==> config.mk <==
export PLATFORM = sky130hd
export DESIGN_NAME = qte_sqrt
export DESIGN_NICKNAME = d
export VERILOG_FILES = /design/src/rtl/qte_pkg.sv /design/src/rtl/qte_sqrt.sv
export SDC_FILE = /design/constraint.sdc
export NUM_CORES = 2
export LEC_CHECK = 0
export BUFFER_PORTS_ARGS = -buffer_cell sky130_fd_sc_hd__buf_2
export CAP_MARGIN = 15
export CORE_MARGIN = 2
export CORE_UTILIZATION = 30
export CTS_CLUSTER_DIAMETER = 120
export DETAILED_ROUTE_END_ITERATION = 10
export PLACE_DENSITY = 0.45
export SLEW_MARGIN = 40
export SYNTH_ARGS = -nofsm -noshare
export SYNTH_HDL_FRONTEND = slang
export SYNTH_SLANG_ARGS = --single-unit
==> constraint.sdc <==
create_clock -name clk -period 9.95 [get_ports clk]
set_input_delay 2.4875 -clock clk [delete_from_list [all_inputs] [get_ports clk]]
set_output_delay 2.4875 -clock clk [all_outputs]
set_load 0.02 [all_outputs]
==> src/rtl/qte_pkg.sv <==
package qte_pkg;

  // Pitch path widths are fixed by the 2^30 scaling of the pitch term.
  localparam int PN_W   = 30;
  localparam int PS_W   = 32;
  localparam int RAD_W  = 61;
  localparam int ROOT_W = 31;
  localparam int SQRT_STAGES = 31;
  localparam logic [RAD_W-1:0] RAD_ONE = 61'h1000_0000_0000_0000;

  // CORDIC datapath: magnitudes enter below 2^31 and grow by the gain.
  localparam int NORM_W = 31;
  localparam int XW = 36;
  localparam int ZW = 34;
  localparam int FRAC_BITS = 24;
  localparam logic signed [ZW-1:0] DEG45  = 34'sd754974720;
  localparam logic signed [ZW-1:0] DEG90  = 34'sd1509949440;
  localparam logic signed [ZW-1:0] DEG180 = 34'sd3019898880;
  localparam logic signed [ZW-1:0] Z_MIN  = 34'sd1;
  localparam logic signed [ZW-1:0] Z_MAX  = 34'sd754974719;

  localparam int ROLL_W  = 9;
  localparam int PITCH_W = 8;
  localparam int YAW_W   = 9;
  localparam int DEG_W   = 9;

  typedef struct packed {
    logic s_neg;
    logic c_neg;
    logic s_zero;
    logic c_zero;
    logic equal;
    logic lt;
  } oct_flags_t;

  // Arctangent of 2^-i in degrees, 24 fraction bits.
  function automatic logic signed [ZW-1:0] atan_q24(input logic [4:0] i);
    logic signed [ZW-1:0] a;
    case (i)
      5'd0:  a = 34'sd754974720;
      5'd1:  a = 34'sd445687602;
      5'd2:  a = 34'sd235489088;
      5'd3:  a = 34'sd119537938;
      5'd4:  a = 34'sd60000934;
      5'd5:  a = 34'sd30029717;
      5'd6:  a = 34'sd15018523;
      5'd7:  a = 34'sd7509720;
      5'd8:  a = 34'sd3754917;
      5'd9:  a = 34'sd1877466;
      5'd10: a = 34'sd938734;
      5'd11: a = 34'sd469367;
      5'd12: a = 34'sd234684;
      5'd13: a = 34'sd117342;
      5'd14: a = 34'sd58671;
      5'd15: a = 34'sd29335;
      5'd16: a = 34'sd14668;
      5'd17: a = 34'sd7334;
      5'd18: a = 34'sd3667;
      5'd19: a = 34'sd1833;
      5'd20: a = 34'sd917;
      5'd21: a = 34'sd458;
      5'd22: a = 34'sd229;
      5'd23: a = 34'sd115;
      5'd24: a = 34'sd57;
      5'd25: a = 34'sd29;
      5'd26: a = 34'sd14;
      5'd27: a = 34'sd7;
      5'd28: a = 34'sd4;
      5'd29: a = 34'sd2;
      5'd30: a = 34'sd1;
      default: a = 34'sd0;
    endcase
    return a;
  endfunction

endpackage

==> src/rtl/qte_sqrt.sv <==
module qte_sqrt #(
  parameter int PAY_W = 8
) (
  input  logic                          clk,
  input  logic                          rst_n,
  input  logic                          in_valid,
  output logic                          in_ready,
  input  logic [qte_pkg::RAD_W-1:0]     in_rad,
  input  logic [PAY_W-1:0]              in_pay,
  output logic                          out_valid,
  input  logic                          out_ready,
  output logic [qte_pkg::ROOT_W-1:0]    out_root,
  output logic [PAY_W-1:0]              out_pay
);

  localparam int D  = qte_pkg::SQRT_STAGES;
  localparam int RW = qte_pkg::RAD_W + 1;

  logic [D-1:0] v_r;
  logic [D-1:0] vin;
  logic [D:0]   rdy;

  assign vin = {v_r[D-2:0], in_valid};
  assign rdy[D] = out_ready;
  assign in_ready = rdy[0];
  assign out_valid = v_r[D-1];

  logic [qte_pkg::RAD_W-1:0] rem_r [D];
  logic [RW-1:0]             root_r [D];
  logic [PAY_W-1:0]          pay_r [D];

  // One root bit per stage, most significant first.
  for (genvar d = 0; d < D; d++) begin : g_stg
    localparam logic [RW-1:0] BIT = RW'(1) << (2 * (D - 1 - d));
    logic [qte_pkg::RAD_W-1:0] rem_in;
    logic [RW-1:0] root_in, trial;
    logic [PAY_W-1:0] pay_in;

    if (d == 0) begin : g_first
      assign rem_in  = in_rad;
      assign root_in = '0;
      assign pay_in  = in_pay;
    end else begin : g_next
      assign rem_in  = rem_r[d-1];
      assign root_in = root_r[d-1];
      assign pay_in  = pay_r[d-1];
    end

    assign rdy[d] = !v_r[d] || rdy[d+1];
    assign trial  = root_in + BIT;

    always_ff @(posedge clk) begin
      if (!rst_n) begin
        v_r[d] <= 1'b0;
      end else if (rdy[d]) begin
        v_r[d] <= vin[d];
      end
    end

    always_ff @(posedge clk) begin
      if (rdy[d]) begin
        pay_r[d] <= pay_in;
        if (RW'(rem_in) >= trial) begin
          rem_r[d]  <= qte_pkg::RAD_W'(RW'(rem_in) - trial);
          root_r[d] <= (root_in >> 1) + BIT;
        end else begin
          rem_r[d]  <= rem_in;
          root_r[d] <= root_in >> 1;
        end
      end
    end
  end

  assign out_root = qte_pkg::ROOT_W'(root_r[D-1]);
  assign out_pay  = pay_r[D-1];

endmodule

# [Word-level counts from Yosys, hierarchy flattened]
# Memories as Yosys holds them, arrays and structs flattened.
# Index checks and enable logic that the tools add are counted.
[totals] register_bits=31 memories=3 elab_cells=590 ramBits=4061
[mem_list] name="root_r" depth=31 word_bits=62 read_ports=31 rd_clocked_by_memory_dff=0 write_ports=31 line="qte_sqrt.sv:29" rtl="logic [RW-1:0] root_r [D];"
[mem_list] name="rem_r" depth=31 word_bits=61 read_ports=30 rd_clocked_by_memory_dff=0 write_ports=31 line="qte_sqrt.sv:28" rtl="logic [qte_pkg::RAD_W-1:0] rem_r [D];"
[mem_list] name="pay_r" depth=31 word_bits=8 read_ports=31 rd_clocked_by_memory_dff=0 write_ports=31 line="qte_sqrt.sv:30" rtl="logic [PAY_W-1:0] pay_r [D];"
[op_classes] n_bitwise=62 n_addsub=91 order_cmp=31 n_mux=310 reduce_logical=62
[ops] op="$mux W62" n=31
[ops] op="$mux W61" n=31
[ops] op="$ge A61 B62 Y1" n=30
[ops] op="$sub A61 B61 Y61" n=30
[ops] op="$mux W1" n=248
[ops] op="$add A61 B1 Y62 const B" n=1
[ops] op="$add A61 B11 Y62 const B" n=1
[ops] op="$add A61 B13 Y62 const B" n=1
[ops] op="$add A61 B15 Y62 const B" n=1
[ops] op="$add A61 B17 Y62 const B" n=1
[ops] op="$add A61 B19 Y62 const B" n=1
[ops] op="$add A61 B21 Y62 const B" n=1
[ops] op="$add A61 B23 Y62 const B" n=1
[ops] op="$add A61 B25 Y62 const B" n=1
[ops] op="$add A61 B27 Y62 const B" n=1
[ops] op="$add A61 B29 Y62 const B" n=1
[ops] op="$add A61 B3 Y62 const B" n=1
[ops] op="$add A61 B31 Y62 const B" n=1
[ops] op="$add A61 B33 Y62 const B" n=1
[ops] op="$add A61 B35 Y62 const B" n=1
[ops] op="$add A61 B37 Y62 const B" n=1
[ops] op="$add A61 B39 Y62 const B" n=1
[ops] op="$add A61 B41 Y62 const B" n=1
[ops] op="$add A61 B43 Y62 const B" n=1
[ops] op="46 further kinds" n=167

# [Logic depth before layout (Yosys ltp)]
[logic_depth] ltp_word=35 mapped_depth=16 ltp_nobuf=13

# [Worst setup path after synthesis]
# No wires, ideal clock.
[synth_path] path_type="input -> output" start="input out_ready" end="output in_ready" stages=13 slack_ns=-0.579 path_buffers=3 arrival_time_ns=8.042 path_cell_list="and4b_1 buf_2 and3_1 and3_1 and2_1 inv_1 nor3_1 and4_1 clkbuf_1 and3_1 clkbuf_1 and3_1 nand3_1"
[synth_between] elab_chain_cells=31
[synth_lines] element="start: declaration" line="qte_sqrt.sv:11" rtl="input logic out_ready,"
[synth_lines] element="$logic_or A1 B1 Y1 (19 in series)" line="qte_sqrt.sv:49" rtl="assign rdy[d] = !v_r[d] || rdy[d+1];"
[synth_lines] element="named net rdy[12]" line="qte_sqrt.sv:21" rtl="logic [D:0] rdy;"
[synth_lines] element="$logic_or A1 B1 Y1 (12 in series)" line="qte_sqrt.sv:49"
[synth_lines] element="end: declaration" line="qte_sqrt.sv:7" rtl="output logic in_ready,"
# The timed path passes the listed nets, and every way through them passes these cells.

# [Final worst setup path]
# Ends and elaborated chain as after synthesis.

==> metrics.cfg <==
[sta]
worst_pin_slew_ps=947.4
slew_violations=0
max_freq_ghz=0.1152
period_needed_ps=8679
finalClockSkew_ps=71.83
setup_viol=0
fin_crit_sh=0.8723
hold_ws_ps=413.2
setup_ws_ps=1271
maxSlewHeadroom=0.3617
finalHoldViolations=0
final.setup.tns_ps=0
rsz0062_at_grt=no

[setup_path]
rr_endpoint=rem_r[0][181]
start_kind=primary input
critPathCaptureType=primary output
ff2ff_path_depth=15
regToRegStartpoint=v_r[29]
worstPathArrival_ps=6190
regToRegSetupSlack_ps=4850
cp_max_fo=11
crit_required_ps=7460
critical_path_class=in -> out

[global_routing]
antenna_found_initial=3
grt_pass1_wl_um=454900
grt_max_degree=83
use_met3=0.01742
gr-max-usage-layer=met2
grt-ovfl-total=0
grt_pass1_vias=72283
track_usage=0.1487
gr-usage-met1=0.1695
use_met2=0.2839

[yosys]
synth_top_cell_by_area=edfxtp_1
synth-async-reset-ratio=0
syn_avg_cell_area_um2=13.23
yosysSeqAreaShare=0.6591
syn-num-nets=9533
netlist.area_leader.share=0.6538
synth_edf_count=2574
ys_warn_count=0
synth_top_cells_by_area=edfxtp_1, ha_1, xor2_1, xnor2_1, a21oi_1
synthesis.area_um2=118200
synth_cells=8936
ys.flop_type=edfxtp_1
ys_ff_latch=2605
yosysUniqueCellTypes=84

[cts]
hold_buffers=0
postCtsResizedCells=0
cts.path.max_buffers=4
clkLatencyLatePin_ps=900
post_cts_buffers=0
clkSlewWorstSetupHoldPaths_ps=60
cts_buffers=296
clkSinkCount=2605
cts_tree=done
cts.htree.levels=5
root_buffer=clkbuf_16

[detailed_routing]
drt_iter0_drc=4713
dr.pass1.iters=6
via_per_inst=4.823
wl_per_cell_um=20.38
vias=71059
wirelength_um=300200
drc_errors=0
ant_nets=0

[die]
core_um2=392500
die_w_um=631.7
fp.dieArea_um2=399100
fp-row-count=230
pin_count=114
start_util=0.3012
die_h_um=631.7

[placed_design]
io_buffers=113
dp_hpwl_um=236000
dpl_worst_slack_ps=1194
gp_congestion=0.8651

[hold_path]
holdCritStartpoint=pay_r[0][32]
worst_hold_path.endpoint=pay_r[0][40]
min-delay-path-class=reg -> reg
min_path_cells=0

[cells_and_area]
syn_to_final_growth_pct=14.43
final_util=0.3446
nFillCells=38141
nets=9878
layout-drive-gt1-share=0.08708

[run]
max-cap-violations=0

[pwr]
ir_drop_mv=0.1472
cellLeakagePower_nw=52.84
power.density_nw_per_um2=254.9

[status]
status=completed

==> routing by layer <==
metal / part of all wire / wire length (µm)
met1: 0.40 / 118800
met2: 0.53 / 160500
met3: 0.034 / 10170
met4: 0.036 / 10720
met5: 0 / 0
==> area by class of cell <==
| cell class | instances | area, µm² | area share |
|---|---|---|---|
| Clock buffer | 364 | 7840 | 0.05795 |
| Inverter | 679 | 2566 | 0.01897 |
| Multi-Input combinational cell | 5510 | 37650 | 0.2783 |
| Antenna cell | 3 | 7.507 | 0.00005549 |
| Sequential cell | 2605 | 77910 | 0.5759 |
| Timing Repair Buffer | 189 | 1215 | 0.008981 |
| Clock inverter | 162 | 1558 | 0.01151 |
| Tap cell | 5220 | 6531 | 0.04828 |
==> how the worst max path moves through the flow <==
| stage | start | end | cells past startpoint |
|---|---|---|---|
| finish | out_ready | in_ready | 14 |
| global route | out_ready | in_ready | 14 |
| CTS | out_ready | in_ready | 14 |
| detailed placement | out_ready | in_ready | 14 |
| global placement | out_ready | in_ready | 14 |
| floorplan | out_ready | in_ready | 13 |
==> registers in the layout, indices dropped and copies added (netlist names) <==
name	cells
pay_r	248
root_r	496
out_valid	1
v_r	30
rem_r	1830
==> worst max-delay path, cell delays in order <==
cell and delay, ps:
buf_2 110, and4b_1 440, and3_1 220, buf_4 200, and3_1 360, and2_1 240
clkinv_2 80, nor3_2 150, buf_4 210, and4_1 390, and3_1 400, and3_1 470
nand3_4 200, buf_2 220
==> metrics by stage <==
stage	power (mW)	area [µm²]	std cells
2_1_floorplan	21.33	118200	8936
3_3_place_gp	24.01	125600	14200
3_5_place_dp	24.14	125800	14201
4_1_cts	34.92	135200	14727
5_1_grt	36.37	135300	14730
6_report	34.48	135300	14732
==> cell families after synthesis <==
logic type               share of synthesized area
flip-flops                                  0.6591
AND/OR/NAND/NOR                             0.1079
AO/OA/AOI/OAI                              0.08547
buffers and inverters                      0.02615
XOR/XNOR                                   0.05742
adder cells (fa/ha/maj)                    0.05552
multiplexers                              0.008478
==> power by group <==
part           switching (mW)  internal (mW)  total (mW)  leakage [nW]
logic                    4.02           3.02        7.04          21.7
clock network            4.47           6.15        10.6          4.57
registers                1.98           14.8        16.8          26.5
==> synthesized netlist by cell type, types with 68 or more instances <==
cell / count
edfxtp_1: 2574
nor2_1: 558
nand4_1: 130
a21o_1: 193
nand2_1: 550
clkbuf_1: 119
a21oi_1: 549
xnor2_1: 383
xor2_1: 392
or3_1: 87
mux2_2: 73
inv_1: 677
nand3_1: 130
ha_1: 523
o21a_1: 93
or4_1: 68
nor4_1: 301
nand2b_1: 97
nor3_1: 238
o21ai_0: 403
==> placed cells by master (no fill, tap or decap), types with 68 or more instances in the layout <==
master,n
edfxtp_1,2574
xor2_1,392
or3_1,87
xnor2_1,383
buf_2,115
o21ai_0,403
or4_1,68
a21o_1,193
nor4_1,281
clkbuf_16,302
a21oi_1,549
mux2_2,73
nand2_1,541
ha_1,523
nand3_1,127
inv_1,658
o21a_1,93
nand2b_1,97
nor2_1,557
nand4_1,130
nor3_1,235
No activity file was read; power rests on OpenSTA's default activity.
